<file path="config.mk">
export PLATFORM = sky130hd
export DESIGN_NAME = matrix_row_col_edit_engine_core
export DESIGN_NICKNAME = d
export VERILOG_FILES = /design/src/rtl/mrce_pkg.sv /design/src/rtl/mrce_ram.sv /design/src/rtl/matrix_row_col_edit_engine_core.sv
export SDC_FILE = /design/constraint.sdc
export NUM_CORES = 2
export LEC_CHECK = 0
export BUFFER_PORTS_ARGS = -buffer_cell sky130_fd_sc_hd__buf_2
export CAP_MARGIN = 20
export CORE_AREA = 2 2 590 475
export DETAILED_ROUTE_END_ITERATION = 7
export DIE_AREA = 0 0 592 477
export GPL_ROUTABILITY_DRIVEN = 1
export PLACE_DENSITY_LB_ADDON = 0.25
export SYNTH_ARGS = -nofsm -noshare
export SYNTH_HDL_FRONTEND = slang
export SYNTH_HIERARCHICAL = 1
export SYNTH_SLANG_ARGS = --single-unit
export TNS_END_PERCENT = 100
</file>
<file path="constraint.sdc">
create_clock -name clk_i -period 15.8 [get_ports clk_i]
set_input_delay 3.16 -clock clk_i [delete_from_list [all_inputs] [get_ports clk_i]]
set_output_delay 3.16 -clock clk_i [all_outputs]
set_load 0.1 [all_outputs]
</file>
<file path="src/rtl/mrce_pkg.sv">
// ----------------------------------------------------------------------------
// mrce_pkg
// shared types and codes of the matrix row/column edit engine
// ----------------------------------------------------------------------------
package mrce_pkg;

  localparam int CMD_W = 4;
  localparam int IDX_W = 8;
  localparam int VAL_W = 32;
  localparam int POS_W = 3;
  localparam int ST_W  = 2;

  localparam logic [CMD_W-1:0] CMD_START     = 4'd0;
  localparam logic [CMD_W-1:0] CMD_ELEMENT   = 4'd1;
  localparam logic [CMD_W-1:0] CMD_ROW_BEF   = 4'd2;
  localparam logic [CMD_W-1:0] CMD_ROW_AFT   = 4'd3;
  localparam logic [CMD_W-1:0] CMD_COL_BEF   = 4'd4;
  localparam logic [CMD_W-1:0] CMD_COL_AFT   = 4'd5;
  localparam logic [CMD_W-1:0] CMD_DEL_ROW   = 4'd6;
  localparam logic [CMD_W-1:0] CMD_DEL_COL   = 4'd7;
  localparam logic [CMD_W-1:0] CMD_SWAP_ROW  = 4'd8;
  localparam logic [CMD_W-1:0] CMD_SWAP_COL  = 4'd9;
  localparam logic [CMD_W-1:0] CMD_TRANSPOSE = 4'd10;

  localparam logic [ST_W-1:0] ST_OK    = 2'd0;
  localparam logic [ST_W-1:0] ST_RANGE = 2'd1;
  localparam logic [ST_W-1:0] ST_BOUND = 2'd2;
  localparam logic [ST_W-1:0] ST_EMPTY = 2'd3;

  typedef enum logic [1:0] {
    S_IDLE,
    S_COPY,
    S_DRAIN,
    S_EMIT
  } state_e;

  typedef enum logic [1:0] {
    PEND_NONE,
    PEND_ROW,
    PEND_COL
  } pend_e;

  typedef enum logic [2:0] {
    CP_OPEN_ROW,
    CP_OPEN_COL,
    CP_DROP_ROW,
    CP_DROP_COL,
    CP_SWAP_ROW,
    CP_SWAP_COL,
    CP_TRANS
  } copy_e;

endpackage

</file>
<file path="src/rtl/mrce_ram.sv">
// ----------------------------------------------------------------------------
// mrce_ram
// simple dual-port ram, one write and one registered read port
// ----------------------------------------------------------------------------
module mrce_ram #(
  parameter int WIDTH = 32,
  parameter int DEPTH = 64
) (
  input  logic                                   clk_i,
  input  logic                                   we_i,
  input  logic [((DEPTH > 1) ? $clog2(DEPTH) : 1)-1:0] waddr_i,
  input  logic [WIDTH-1:0]                       wdata_i,
  input  logic                                   re_i,
  input  logic [((DEPTH > 1) ? $clog2(DEPTH) : 1)-1:0] raddr_i,
  output logic [WIDTH-1:0]                       rdata_o
);

  logic [WIDTH-1:0] mem_q [DEPTH];
  logic [WIDTH-1:0] rdata_q;

  always_ff @(posedge clk_i) begin
    if (we_i) begin
      mem_q[waddr_i] <= wdata_i;
    end
    if (re_i) begin
      rdata_q <= mem_q[raddr_i];
    end
  end

  assign rdata_o = rdata_q;

endmodule

</file>
<file path="src/rtl/matrix_row_col_edit_engine_core.sv">
// ----------------------------------------------------------------------------
// matrix_row_col_edit_engine_core
// start and element requests need no copy; a rearranging request copies the
// n cells between two ram banks, one cell a cycle, then emits the matrix at one
// cell a cycle while the output is not stalled
// bad-index, bound and empty emissions skip the copy; insert copies, then emits once its gap is filled
// reset: dimensions zero, load mode, no clearing pass, cell contents undefined
// ----------------------------------------------------------------------------
module matrix_row_col_edit_engine_core #(
  parameter int MAX_ROWS   = 8,
  parameter int MAX_COLS   = 8,
  parameter int DATA_WIDTH = 32
) (
  input  logic                        clk_i,
  input  logic                        rst_ni,
  input  logic                        in_valid_i,
  output logic                        in_stall_o,
  input  logic [mrce_pkg::CMD_W-1:0]  command_i,
  input  logic [mrce_pkg::IDX_W-1:0]  index_a_i,
  input  logic [mrce_pkg::IDX_W-1:0]  index_b_i,
  input  logic signed [mrce_pkg::VAL_W-1:0] element_i,
  output logic                        out_valid_o,
  input  logic                        out_stall_i,
  output logic signed [mrce_pkg::VAL_W-1:0] value_o,
  output logic [mrce_pkg::POS_W-1:0]  row_pos_o,
  output logic [mrce_pkg::POS_W-1:0]  col_pos_o,
  output logic                        last_o,
  output logic [mrce_pkg::ST_W-1:0]   status_o
);

  // sizes
  localparam int CELLS = MAX_ROWS * MAX_COLS;
  localparam int AW    = (CELLS > 1) ? $clog2(CELLS) : 1;
  localparam int MAXD  = (MAX_ROWS > MAX_COLS) ? MAX_ROWS : MAX_COLS;
  localparam int DIMW  = $clog2(MAXD + 1);
  localparam int NW    = 2 * DIMW + 1;
  localparam int FW    = $clog2(CELLS + 1);
  localparam int IW    = mrce_pkg::IDX_W;
  localparam int VW    = mrce_pkg::VAL_W;
  localparam int PW    = mrce_pkg::POS_W;
  localparam logic [FW-1:0]   FILL_FULL = FW'(CELLS);
  localparam logic [DIMW-1:0] LIM_ROWS  = DIMW'(MAX_ROWS);
  localparam logic [DIMW-1:0] LIM_COLS  = DIMW'(MAX_COLS);
  localparam logic [DIMW-1:0] DIM_ONE   = DIMW'(1);

  // control and matrix state
  mrce_pkg::state_e state_q, state_d;
  mrce_pkg::pend_e  pend_q, pend_d;
  mrce_pkg::copy_e  cop_q, cop_d;
  logic            bank_q, bank_d;
  logic [DIMW-1:0] rows_q, rows_d, cols_q, cols_d, scols_q, scols_d;
  logic [FW-1:0]   fill_q, fill_d;
  logic [DIMW-1:0] pidx_q, pidx_d, p_q, p_d, q_q, q_d;
  logic            emit_after_q, emit_after_d;
  logic [mrce_pkg::ST_W-1:0] st_q, st_d;
  logic            force_q, force_d;

  // shared walk counters for copy and emission
  logic [DIMW-1:0] r_q, r_d, c_q, c_d;
  logic [AW-1:0]   k_q, k_d;
  logic            more_q, more_d;

  // result sideband, the value itself sits in the ram read register
  logic            ov_q, ov_d, olast_q, olast_d;
  logic [DIMW-1:0] orow_q, orow_d, ocol_q, ocol_d;

  // copy write pipe, issued in the cycle after the read
  logic            wv_q, wv_d, wgap_q, wgap_d;
  logic [AW-1:0]   wa_q, wa_d;

  // ram side
  logic                  lwe, cre;
  logic [AW-1:0]         lwa, cra;
  logic [DATA_WIDTH-1:0] lwd, cwd, rd0, rd1, rd_cur;

  // decode helpers
  logic            in_acc, n_zero, is_row, empty, adv, fin, gap, last_pos;
  logic [DIMW-1:0] cnt, lim, sr, sc;
  logic [NW-1:0]   n_cells, fill_addr, src_addr;
  logic [IW-1:0]   a8, b8;

  assign in_acc = in_valid_i && (state_q == mrce_pkg::S_IDLE);
  assign in_stall_o = (state_q != mrce_pkg::S_IDLE);

  assign n_cells = NW'(rows_q) * NW'(cols_q);
  assign n_zero  = (rows_q == '0) || (cols_q == '0);
  assign empty   = n_zero;
  assign a8      = index_a_i;
  assign b8      = index_b_i;

  assign is_row = (command_i == mrce_pkg::CMD_ROW_BEF) || (command_i == mrce_pkg::CMD_ROW_AFT) ||
                  (command_i == mrce_pkg::CMD_DEL_ROW) || (command_i == mrce_pkg::CMD_SWAP_ROW);
  assign cnt = is_row ? rows_q : cols_q;
  assign lim = is_row ? LIM_ROWS : LIM_COLS;

  // element narrowed or sign-extended to the stored width
  assign lwd = DATA_WIDTH'({{DATA_WIDTH{element_i[VW-1]}}, element_i});

  // gap fill address, row-major
  assign fill_addr = (pend_q == mrce_pkg::PEND_ROW) ?
                     NW'(pidx_q) * NW'(cols_q) + NW'(fill_q) :
                     NW'(fill_q) * NW'(cols_q) + NW'(pidx_q);

  // source cell of destination (r, c) for each rearrangement
  always_comb begin
    sr  = r_q;
    sc  = c_q;
    gap = 1'b0;
    case (cop_q)
      mrce_pkg::CP_OPEN_ROW: begin
        gap = (r_q == p_q);
        sr  = (r_q > p_q) ? r_q - 1'b1 : r_q;
      end
      mrce_pkg::CP_OPEN_COL: begin
        gap = (c_q == p_q);
        sc  = (c_q > p_q) ? c_q - 1'b1 : c_q;
      end
      mrce_pkg::CP_DROP_ROW: sr = (r_q >= p_q) ? r_q + 1'b1 : r_q;
      mrce_pkg::CP_DROP_COL: sc = (c_q >= p_q) ? c_q + 1'b1 : c_q;
      mrce_pkg::CP_SWAP_ROW: sr = (r_q == p_q) ? q_q : ((r_q == q_q) ? p_q : r_q);
      mrce_pkg::CP_SWAP_COL: sc = (c_q == p_q) ? q_q : ((c_q == q_q) ? p_q : c_q);
      mrce_pkg::CP_TRANS: begin
        sr = c_q;
        sc = r_q;
      end
      default: begin
        sr = r_q;
        sc = c_q;
      end
    endcase
  end

  assign src_addr = NW'(sr) * NW'(scols_q) + NW'(sc);
  assign last_pos = (r_q == rows_q - 1'b1) && (c_q == cols_q - 1'b1);
  assign adv      = !ov_q || !out_stall_i;
  assign fin      = empty || last_pos;

  always_comb begin
    state_d      = state_q;
    pend_d       = pend_q;
    cop_d        = cop_q;
    bank_d       = bank_q;
    rows_d       = rows_q;
    cols_d       = cols_q;
    scols_d      = scols_q;
    fill_d       = fill_q;
    pidx_d       = pidx_q;
    p_d          = p_q;
    q_d          = q_q;
    emit_after_d = emit_after_q;
    st_d         = st_q;
    force_d      = force_q;
    r_d          = r_q;
    c_d          = c_q;
    k_d          = k_q;
    more_d       = more_q;
    ov_d         = ov_q;
    olast_d      = olast_q;
    orow_d       = orow_q;
    ocol_d       = ocol_q;
    wv_d         = 1'b0;
    wgap_d       = wgap_q;
    wa_d         = wa_q;
    lwe          = 1'b0;
    lwa          = fill_q[AW-1:0];
    cre          = 1'b0;
    cra          = k_q;

    case (state_q)
      mrce_pkg::S_IDLE: begin
        if (in_acc && (command_i <= mrce_pkg::CMD_TRANSPOSE)) begin
          if (command_i == mrce_pkg::CMD_ELEMENT) begin
            if (pend_q == mrce_pkg::PEND_NONE) begin
              // plain load, ignored once the matrix is full
              if (NW'(fill_q) < n_cells) begin
                lwe    = 1'b1;
                fill_d = fill_q + 1'b1;
              end
            end else begin
              // filling the gap opened by an insert
              lwe    = 1'b1;
              lwa    = fill_addr[AW-1:0];
              fill_d = fill_q + 1'b1;
              if (NW'(fill_q) + 1'b1 >= NW'((pend_q == mrce_pkg::PEND_ROW) ? cols_q : rows_q))
                begin
                pend_d  = mrce_pkg::PEND_NONE;
                fill_d  = FILL_FULL;
                st_d    = mrce_pkg::ST_OK;
                force_d = 1'b0;
                state_d = mrce_pkg::S_EMIT;
              end
            end
          end else begin
            // any other request ends load mode and abandons a gap fill
            pend_d       = mrce_pkg::PEND_NONE;
            fill_d       = FILL_FULL;
            force_d      = 1'b0;
            emit_after_d = 1'b1;
            scols_d      = cols_q;
            st_d         = mrce_pkg::ST_OK;
            if (command_i == mrce_pkg::CMD_START) begin
              fill_d = '0;
              if ((a8 > IW'(MAX_ROWS)) || (b8 > IW'(MAX_COLS))) begin
                rows_d  = '0;
                cols_d  = '0;
                st_d    = mrce_pkg::ST_BOUND;
                force_d = 1'b1;
                state_d = mrce_pkg::S_EMIT;
              end else begin
                rows_d = DIMW'(a8);
                cols_d = DIMW'(b8);
              end
            end else if (command_i == mrce_pkg::CMD_TRANSPOSE) begin
              if ((rows_q > LIM_COLS) || (cols_q > LIM_ROWS)) begin
                st_d    = mrce_pkg::ST_BOUND;
                state_d = mrce_pkg::S_EMIT;
              end else begin
                rows_d  = cols_q;
                cols_d  = rows_q;
                cop_d   = mrce_pkg::CP_TRANS;
                state_d = n_zero ? mrce_pkg::S_EMIT : mrce_pkg::S_COPY;
              end
            end else if (n_zero) begin
              state_d = mrce_pkg::S_EMIT;
            end else if ((a8 == '0) || (a8 > IW'(cnt))) begin
              st_d    = mrce_pkg::ST_RANGE;
              state_d = mrce_pkg::S_EMIT;
            end else if (command_i <= mrce_pkg::CMD_COL_AFT) begin
              // insert: open a zeroed gap, then wait for its elements
              if (cnt >= lim) begin
                st_d    = mrce_pkg::ST_BOUND;
                state_d = mrce_pkg::S_EMIT;
              end else begin
                p_d = ((command_i == mrce_pkg::CMD_ROW_BEF) ||
                       (command_i == mrce_pkg::CMD_COL_BEF)) ?
                      DIMW'(a8 - 1'b1) : DIMW'(a8);
                pidx_d = ((command_i == mrce_pkg::CMD_ROW_BEF) ||
                          (command_i == mrce_pkg::CMD_COL_BEF)) ?
                         DIMW'(a8 - 1'b1) : DIMW'(a8);
                fill_d       = '0;
                emit_after_d = 1'b0;
                state_d      = mrce_pkg::S_COPY;
                if (is_row) begin
                  rows_d = rows_q + 1'b1;
                  cop_d  = mrce_pkg::CP_OPEN_ROW;
                  pend_d = mrce_pkg::PEND_ROW;
                end else begin
                  cols_d = cols_q + 1'b1;
                  cop_d  = mrce_pkg::CP_OPEN_COL;
                  pend_d = mrce_pkg::PEND_COL;
                end
              end
            end else if ((command_i == mrce_pkg::CMD_DEL_ROW) ||
                         (command_i == mrce_pkg::CMD_DEL_COL)) begin
              p_d = DIMW'(a8 - 1'b1);
              if (is_row) begin
                rows_d  = rows_q - 1'b1;
                cop_d   = mrce_pkg::CP_DROP_ROW;
                // last row gone: nothing to copy
                state_d = (rows_q == DIM_ONE) ? mrce_pkg::S_EMIT : mrce_pkg::S_COPY;
              end else begin
                cols_d  = cols_q - 1'b1;
                cop_d   = mrce_pkg::CP_DROP_COL;
                state_d = (cols_q == DIM_ONE) ? mrce_pkg::S_EMIT : mrce_pkg::S_COPY;
              end
            end else begin
              // swap
              if ((b8 == '0) || (b8 > IW'(cnt))) begin
                st_d    = mrce_pkg::ST_RANGE;
                state_d = mrce_pkg::S_EMIT;
              end else begin
                p_d     = DIMW'(a8 - 1'b1);
                q_d     = DIMW'(b8 - 1'b1);
                cop_d   = is_row ? mrce_pkg::CP_SWAP_ROW : mrce_pkg::CP_SWAP_COL;
                state_d = mrce_pkg::S_COPY;
              end
            end
          end
          // walk counters restart for whichever phase follows
          r_d    = '0;
          c_d    = '0;
          k_d    = '0;
          more_d = 1'b1;
        end
      end

      mrce_pkg::S_COPY: begin
        // read source cell, write destination in the next cycle
        cre    = !gap;
        cra    = src_addr[AW-1:0];
        wv_d   = 1'b1;
        wa_d   = k_q;
        wgap_d = gap;
        k_d    = k_q + 1'b1;
        if (c_q == cols_q - 1'b1) begin
          c_d = '0;
          r_d = r_q + 1'b1;
        end else begin
          c_d = c_q + 1'b1;
        end
        if (last_pos) begin
          state_d = mrce_pkg::S_DRAIN;
        end
      end

      mrce_pkg::S_DRAIN: begin
        // final copy write lands at this edge, new bank becomes current
        bank_d  = !bank_q;
        r_d     = '0;
        c_d     = '0;
        k_d     = '0;
        more_d  = 1'b1;
        state_d = emit_after_q ? mrce_pkg::S_EMIT : mrce_pkg::S_IDLE;
      end

      mrce_pkg::S_EMIT: begin
        if (adv) begin
          if (more_q) begin
            ov_d    = 1'b1;
            orow_d  = empty ? '0 : r_q;
            ocol_d  = empty ? '0 : c_q;
            olast_d = fin;
            cre     = !empty;
            cra     = k_q;
            k_d     = k_q + 1'b1;
            if (c_q == cols_q - 1'b1) begin
              c_d = '0;
              r_d = r_q + 1'b1;
            end else begin
              c_d = c_q + 1'b1;
            end
            if (fin) begin
              more_d = 1'b0;
            end
          end else begin
            ov_d    = 1'b0;
            state_d = mrce_pkg::S_IDLE;
          end
        end
      end

      default: state_d = mrce_pkg::S_IDLE;
    endcase
  end

  always_ff @(posedge clk_i or negedge rst_ni) begin
    if (!rst_ni) begin
      state_q      <= mrce_pkg::S_IDLE;
      pend_q       <= mrce_pkg::PEND_NONE;
      cop_q        <= mrce_pkg::CP_OPEN_ROW;
      bank_q       <= 1'b0;
      rows_q       <= '0;
      cols_q       <= '0;
      scols_q      <= '0;
      fill_q       <= '0;
      pidx_q       <= '0;
      p_q          <= '0;
      q_q          <= '0;
      emit_after_q <= 1'b0;
      st_q         <= mrce_pkg::ST_OK;
      force_q      <= 1'b0;
      r_q          <= '0;
      c_q          <= '0;
      k_q          <= '0;
      more_q       <= 1'b0;
      ov_q         <= 1'b0;
      wv_q         <= 1'b0;
    end else begin
      state_q      <= state_d;
      pend_q       <= pend_d;
      cop_q        <= cop_d;
      bank_q       <= bank_d;
      rows_q       <= rows_d;
      cols_q       <= cols_d;
      scols_q      <= scols_d;
      fill_q       <= fill_d;
      pidx_q       <= pidx_d;
      p_q          <= p_d;
      q_q          <= q_d;
      emit_after_q <= emit_after_d;
      st_q         <= st_d;
      force_q      <= force_d;
      r_q          <= r_d;
      c_q          <= c_d;
      k_q          <= k_d;
      more_q       <= more_d;
      ov_q         <= ov_d;
      wv_q         <= wv_d;
    end
  end

  // sideband payload, no reset
  always_ff @(posedge clk_i) begin
    olast_q <= olast_d;
    orow_q  <= orow_d;
    ocol_q  <= ocol_d;
    wgap_q  <= wgap_d;
    wa_q    <= wa_d;
  end

  // two banks: current holds the matrix, the other takes a copy
  assign rd_cur = bank_q ? rd1 : rd0;
  assign cwd    = wgap_q ? '0 : rd_cur;

  mrce_ram #(
    .WIDTH(DATA_WIDTH),
    .DEPTH(CELLS)
  ) u_bank0 (
    .clk_i  (clk_i),
    .we_i   (bank_q ? wv_q : lwe),
    .waddr_i(bank_q ? wa_q : lwa),
    .wdata_i(bank_q ? cwd : lwd),
    .re_i   (bank_q ? 1'b0 : cre),
    .raddr_i(cra),
    .rdata_o(rd0)
  );

  mrce_ram #(
    .WIDTH(DATA_WIDTH),
    .DEPTH(CELLS)
  ) u_bank1 (
    .clk_i  (clk_i),
    .we_i   (bank_q ? lwe : wv_q),
    .waddr_i(bank_q ? lwa : wa_q),
    .wdata_i(bank_q ? lwd : cwd),
    .re_i   (bank_q ? cre : 1'b0),
    .raddr_i(cra),
    .rdata_o(rd1)
  );

  // outputs
  assign out_valid_o = ov_q;
  assign value_o     = empty ? '0 : VW'({{VW{rd_cur[DATA_WIDTH-1]}}, rd_cur});
  assign row_pos_o   = PW'(orow_q);
  assign col_pos_o   = PW'(ocol_q);
  assign last_o      = olast_q;
  assign status_o    = (empty && !force_q) ? mrce_pkg::ST_EMPTY : st_q;

  // checks
  a_out_in_emit : assert property (@(posedge clk_i) disable iff (!rst_ni)
    ov_q |-> (state_q == mrce_pkg::S_EMIT))
    else $error("result valid outside emission");

  a_last_ends : assert property (@(posedge clk_i) disable iff (!rst_ni)
    (ov_q && olast_q) |-> !more_q)
    else $error("cells left to emit after last");

  a_copy_pipe : assert property (@(posedge clk_i) disable iff (!rst_ni)
    wv_q |-> ((state_q == mrce_pkg::S_COPY) || (state_q == mrce_pkg::S_DRAIN)))
    else $error("copy write outside copy phase");

  a_row_fill : assert property (@(posedge clk_i) disable iff (!rst_ni)
    (pend_q == mrce_pkg::PEND_ROW) |-> (NW'(fill_q) < NW'(cols_q)))
    else $error("row gap fill beyond row length");

  a_col_fill : assert property (@(posedge clk_i) disable iff (!rst_ni)
    (pend_q == mrce_pkg::PEND_COL) |-> (NW'(fill_q) < NW'(rows_q)))
    else $error("column gap fill beyond column length");

endmodule
</file>
Word level (Yosys, flattened, before mapping)
Memory sizes are Yosys's and may differ from the RTL's. A register that Yosys moved wholly into a read port is not among the register bits. Cells that the tools add are included.

Register bits after elaboration: 74. Bits in writable memories: 4096. Bits of input ports: 56. Output and inout bits: 43. Logic and storage cells: 334. Memories: 2.

Memories: u_bank0.mem_q (words 64, width 32, read ports 1, clocked after memory_dff 1, wr ports 1, RTL line mrce_ram.sv:18) `logic [WIDTH-1:0] mem_q [DEPTH];`; u_bank1.mem_q (words 64, width 32, read ports 1, clocked after memory_dff 1, wr ports 1, RTL line mrce_ram.sv:18).

Add/sub/neg operators: 16. Multipliers: 4. $lt $le $gt $ge: 15. Eq/ne operators: 49. Multiplexer cells: 166. Bitwise logic cells: 9. Reduce and logical (&&, ||, !) cells: 48.

Operator list (count): 4-bit 2-to-1 mux (44); 32-bit 2-to-1 mux (5); 2-bit 2-to-1 mux (42); 7-bit 2-to-1 mux (10); 6-bit 2-to-1 mux (11); 4-bit one-hot mux with 4 select lines (4); 9-bit AND reduction (5); 1-bit 2-to-1 mux (37); 4-bit equality test (6); 3-bit 2-to-1 mux (8); 6-bit one-hot mux with 4 select lines (1); 4-bit by 1-bit subtractor with 4-bit output, second input constant (6); 4-bit by 1-bit adder with 4-bit output, second input constant (4); 8-bit by 4-bit greater-than comparator with 1-bit output (2); 8-bit by 4-bit greater-than comparator with 1-bit output, second input constant (2); 8-bit zero test (2); 2-bit != test, second input constant (8); 3-bit != test, second input constant (5); 3-bit AND reduction (5); 6-bit by 4-bit adder with 6-bit output (2); 4-bit by 1-bit equality test with 1-bit output, second input constant (3); 4-bit by 3-bit equality test with 1-bit output, second input constant (3); 4-bit zero test (3); 1-bit logical OR (12); other kinds (42) (77).

Logic depth before layout (Yosys ltp)
Depth after elaboration: 17. Mapped depth: 31. Mapped depth without buffers: 28.

Modules after synthesis
The synthesis kept the hierarchy.

Modules (own cells, without submodules): mrce_ram (times used 2, cells an instance 3511, area an instance 79359.9 um2, seq. area each 62459.9 um2); matrix_row_col_edit_engine_core (times used 1, cells an instance 1237, area an instance 9349.0 um2, seq. area each 1921.8 um2).

Least setup slack after synthesis
No wires, ideal clock.

Path type: input to register. Start point: input command_i[1] (netlist bit). End point: memory u_bank1.mem_q[28][0] (enable). Library setup time: 421 ps. Arrival: 7149 ps. Setup slack: 8230 ps. Stages: 12. Path buffers: 3. Cell sequence: buf_4 > nor3_1 > and2_1 > nand2_1 > nor2_1 > o22ai_1 > mux2_2 > clkbuf_1 > or3b_2 > or2_2 > clkbuf_1 > nor2_1.

Word-level cells in the longest chain between the ends: 7. Elaborated cells between the ends (all ways): 13. Classes of those cells: order compare: 1; eq/ne: 1; mux: 10; reduce/logical: 1.

Ends and longest elaborated chain: start: declaration (RTL line matrix_row_col_edit_engine_core.sv:18) `input logic [mrce_pkg::CMD_W-1:0] command_i,`; 4-bit less-or-equal comparator / 4-bit by 1-bit equality test with 1-bit output (equally long branches) (RTL line matrix_row_col_edit_engine_core.sv:171, matrix_row_col_edit_engine_core.sv:172); 1-bit logical AND / 1-bit 2-to-1 mux (equally long branches) (RTL line matrix_row_col_edit_engine_core.sv:171, matrix_row_col_edit_engine_core.sv:172); 1-bit 2-to-1 mux (RTL line matrix_row_col_edit_engine_core.sv:171) `if (in_acc && (command_i <= mrce_pkg::CMD_TRANSPOSE)) begin`; 1-bit 2-to-1 mux (RTL line matrix_row_col_edit_engine_core.sv:169) `case (state_q)`; 1-bit 2-to-1 mux (RTL line matrix_row_col_edit_engine_core.sv:423) `.we_i (bank_q ? lwe : wv_q),`; 1-bit 2-to-1 mux (RTL line mrce_ram.sv:22) `if (we_i) begin`; 1-bit 2-to-1 mux (implied by the code) (RTL line mrce_ram.sv:23) `mem_q[waddr_i] <= wdata_i;`; end: declaration (RTL line mrce_ram.sv:18).

Parallel ways exist; a longest one is shown, timed or not.

Worst setup path after layout
Start point: register r_q[0]. End point: register u_bank1.rdata_q[22] (netlist: u_bank1/rdata_o[22]), read port of u_bank1.mem_q, data pin.

Word-level cells in the longest chain between the ends: 7. Elaborated cells between the ends (all ways): 19. Classes of those cells: add/sub: 3; mul: 1; order compare: 2; eq/ne: 2; mux: 10; reduce/logical: 1.

Ends and longest elaborated chain: start: declaration (RTL line matrix_row_col_edit_engine_core.sv:59) `logic [DIMW-1:0] r_q, r_d, c_q, c_d;`; start signal: assignment (RTL line matrix_row_col_edit_engine_core.sv:383) `r_q <= r_d;`; parallel branches: the longest is 5 deep, another holds 4-bit by 4-bit multiplier with 6-bit output; 6-bit by 4-bit adder with 6-bit output (*) (RTL line matrix_row_col_edit_engine_core.sv:133) `assign src_addr = NW'(sr) * NW'(scols_q) + NW'(sc);`; 6-bit 2-to-1 mux (*); net cra[3] (RTL line matrix_row_col_edit_engine_core.sv:73) `logic [AW-1:0] lwa, cra;`; end: declaration (RTL line mrce_ram.sv:19) `logic [WIDTH-1:0] rdata_q;`.

Mark *: on every way through the listed nets, which the timed path passes. A chain may end at the register's enable or synchronous reset.

==> results.sh <==
export IMPL_die_area_um2=282000
export IMPL_crit_chain="inv_1 > ha_1 > nand4_1 > mux2i_1 > a21oi_1 > nor2_1 > a2111oi_0 > a21oi_1 > nand2_1 > fa_1 > fa_1 > fa_1 > inv_1 > ha_1 > xor2_1 > o21ai_4 > buf_4 > buf_4 > buf_4 > nor2_4 > buf_4 > a22o_1 > a221oi_1 > a221oi_1"
export IMPL_clock_fmax_mhz=105
export IMPL_num_nets_final=8743
export IMPL_grt_pass1_wl_mm=664
export IMPL_first_global_vias=85180
export IMPL_grt_setup_unrepaired="false"
export IMPL_timing_final_setup_violations=0
export IMPL_clk_root_buffer_cell="sky130_fd_sc_hd__clkbuf_16"
export IMPL_coreArea_um2=276000
export IMPL_max_cap_violations=0
export IMPL_floorplan_initialDensity_pct=60.8
export IMPL_route_vias_total=89642
export IMPL_die_w_um=592
export IMPL_critical_path_startpoint="r_q[0]"
export IMPL_synth_net_count=8424
export IMPL_register_area_share_after_synthesis_pct=75.5
export IMPL_grt_busiest_layer="met1"
export IMPL_result_of_the_run="finished, violations left"
export IMPL_grt_start_max_net_pins=102
export IMPL_cts_hold_fix_buffers=0
export IMPL_placementRows=173
export IMPL_layout_cells_most_common="sky130_fd_sc_hd__edfxtp_1"
export IMPL_boundaryPins=99
export IMPL_synth_cell_types=83
export IMPL_most_common_layout_cells="4174 x sky130_fd_sc_hd__edfxtp_1, 892 x sky130_fd_sc_hd__mux4_2, 407 x sky130_fd_sc_hd__mux2i_1"
export IMPL_flow_area_growth_from_synthesis_pct=11.4
export IMPL_vias_per_cell=7.13
export IMPL_port_buffer_count=98
export IMPL_reg2reg_from="r_q[0]"
export IMPL_number_of_h_tree_levels=5
export IMPL_timing_critical_path_from_type="register"
export IMPL_post_dp_hpwl_mm=284
export IMPL_global_route_usage_met2_pct=45.2
export IMPL_tightestPinTransition_ns=1.60
export IMPL_first_iter_violations=17002
export IMPL_post_synth_edffs=4174
export IMPL_share_of_cells_above_drive_strength_1_pct=23.5
export IMPL_critical_path_peak_fanout=68
export IMPL_grt_antenna_before_repair=39
export IMPL_detail_route_antenna_nets=0
export IMPL_global_route_usage_total_pct=33.9
export IMPL_endpoint_kind="register"
export IMPL_timing_critical_path_arrival_ns=10.08
export IMPL_floorplan_die_height_um=477
export IMPL_insertion_delay_ns=0.92
export IMPL_synthesized_area_um2=168000
export IMPL_worst_hold_startpoint="st_q[1]"
export IMPL_post_cts_setup_buffer_count=0
export IMPL_finalCritPeriodShare_pct=60.1
export IMPL_postCtsResizedCells=0
export IMPL_use_met1_pct=50.6
export IMPL_synthesis_area_per_instance_um2=20.3
export IMPL_max_clock_path_buffers=4
export IMPL_grtUsageMet3_pct=13.6
export IMPL_grt_overflow=0
export IMPL_clkSlewWorstSetupHoldPaths_ns=0.07
export IMPL_worst_path_largest_cell_delay_ns=1.21
export IMPL_cts_buffers=394
export IMPL_yosys_warnings=6
export IMPL_worst_endpoint_required_ns=16.38
export IMPL_final_hold_violation_count=0
export IMPL_min_period_ns=9.50
export IMPL_gp_congestion=1.01
export IMPL_postSynth_asyncResetShare_pct=1.42
export IMPL_synth_ff_latch_count=4234
export IMPL_numClockSinks=4234
export IMPL_critical_path_slowest_cell="sky130_fd_sc_hd__a221oi_1"
export IMPL_timing_worst_setup_path_type="register to register"
export IMPL_failed_checks="DRC, slew limit"
export IMPL_route_detailed_wl_per_inst_um=37.8
export IMPL_skew_ns=0.0504
export IMPL_hold_class="register to register"
export IMPL_drt_pass_1_iters=8
export IMPL_syn_instance_count=8259
export IMPL_detail_route_wirelength_mm=476
export IMPL_timing_max_slew_rel_slack_pct=-6.45
export IMPL_crit_top_cell="sky130_fd_sc_hd__buf_4"
export IMPL_totalNegativeSetupSlack_ns=0
export IMPL_detail_route_drc_violations=1
export IMPL_most_instantiated_flip_flop_cell_in_the_synthesis_netlist="sky130_fd_sc_hd__edfxtp_1"
export IMPL_cts_tree="yes"
export IMPL_finalMaxSlewViolations=1
## cells by family (layout without fill, tap and decap cells)
logic type,count (synthesis),after routing,synth area share (%)
muxes,1313,1313,14.5
adders and majority gates,109,109,0.919
buffers and inverters,597,1228,1.97
DFF,4234,4234,75.5
AOI/OAI and AO/OA,1026,1026,4.18
xor gates and xnor gates,72,72,0.375
and+or+nand+nor,908,908,2.62
other,0,6,0
## per-layer routing
layer / share of wire, % / vias to the layer above
li1: - / 34914
met1: 36 / 46279
met2: 41 / 7497
met3: 18 / 942
met4: 4.5 / 10
met5: 0.014 / -
## critical path: cells and delay by family, from the launching register on
kind / cells / cell delay [ns]
AOI/OAI and AO/OA: 7 / 2.71
xor gates and xnor gates: 1 / 0.20
adders and majority gates: 5 / 2.20
buffers and inverters: 6 / 2.23
DFF: 1 / 0.58
muxes: 1 / 0.31
and+or+nand+nor: 4 / 0.81
## stage by stage
stage | util (%) | setup WS, ns | std cells | hold WS [ns] | instance area [um^2]
6_report | 67.7 | 6.30 | 12571 | 0.486 | 187000
5_1_grt | 67.7 | 6.15 | 12568 | 0.517 | 187000
4_1_cts | 67.7 | 6.43 | 12555 | 0.489 | 187000
3_5_place_dp | 63.2 | 6.53 | 11847 | 0.475 | 175000
3_3_place_gp | 63.1 | 6.60 | 11836 | 0.465 | 174000
2_1_floorplan | - | 8.23 | 8259 | 0.443 | 168000
## Yosys cell counts, types with 31 or more instances
cell type	instances	area [um^2]
sky130_fd_sc_hd__nor3_1	34	170
sky130_fd_sc_hd__xnor2_1	40	350
sky130_fd_sc_hd__buf_2	118	591
sky130_fd_sc_hd__inv_1	117	439
sky130_fd_sc_hd__nand3_1	127	636
sky130_fd_sc_hd__o221ai_1	35	307
sky130_fd_sc_hd__a211oi_1	50	375
sky130_fd_sc_hd__o21ai_0	161	806
sky130_fd_sc_hd__nand2_1	243	912
sky130_fd_sc_hd__dfrtp_1	60	1500
sky130_fd_sc_hd__a21oi_1	140	701
sky130_fd_sc_hd__ha_1	85	1060
sky130_fd_sc_hd__mux2i_1	407	4070
sky130_fd_sc_hd__o211ai_1	33	248
sky130_fd_sc_hd__nor2_1	253	950
sky130_fd_sc_hd__clkbuf_1	202	758
sky130_fd_sc_hd__buf_4	58	435
sky130_fd_sc_hd__and2_1	34	213
sky130_fd_sc_hd__nand2b_1	62	388
sky130_fd_sc_hd__mux4_2	892	20100
sky130_fd_sc_hd__a22o_1	31	272
sky130_fd_sc_hd__o22ai_1	121	757
sky130_fd_sc_hd__a22oi_1	263	1970
sky130_fd_sc_hd__nor2b_1	38	238
sky130_fd_sc_hd__xor2_1	32	280
sky130_fd_sc_hd__buf_6	65	732
sky130_fd_sc_hd__a31oi_1	49	307
sky130_fd_sc_hd__edfxtp_1	4174	125000
## area by class of cell
| class | count | area (um^2) |
|---|---|---|
| flip-flops and latches | 4234 | 127000 |
| fillers | 16781 | 89300 |
| multi-input cells | 3428 | 39800 |
| clock buffers | 494 | 10300 |
| well taps | 3675 | 4600 |
| repair buffers | 401 | 2980 |
| clock inverters | 214 | 2120 |
| inverters | 119 | 447 |
| diodes | 6 | 15.0 |
## registers in the layout, summed over array words and instances, names as in the netlist, 6 cells and up
signal	cells
u_bank1/mem_q	2048
k_q	6
wa_q	6
u_bank1/rdata_o	32
fill_q	7
u_bank0/mem_q	2048
u_bank0/rdata_o	32
## final timing paths
kind	end	slack (ns)	cells past startpoint
min in group asynchronous	rows_q[3]	2.44	2
setup reg to reg	u_bank1/rdata_o[22]	6.30	24
max in group asynchronous	bank_q	12.70	2
setup / recovery	u_bank1/rdata_o[22]	6.30	24
hold / removal	st_q[1]	0.49	2
hold reg to reg	st_q[1]	0.49	2
Power is left out: the tool's default activity adds up to more than one toggle a clock period on the data nets, which glitch-free logic cannot reach.
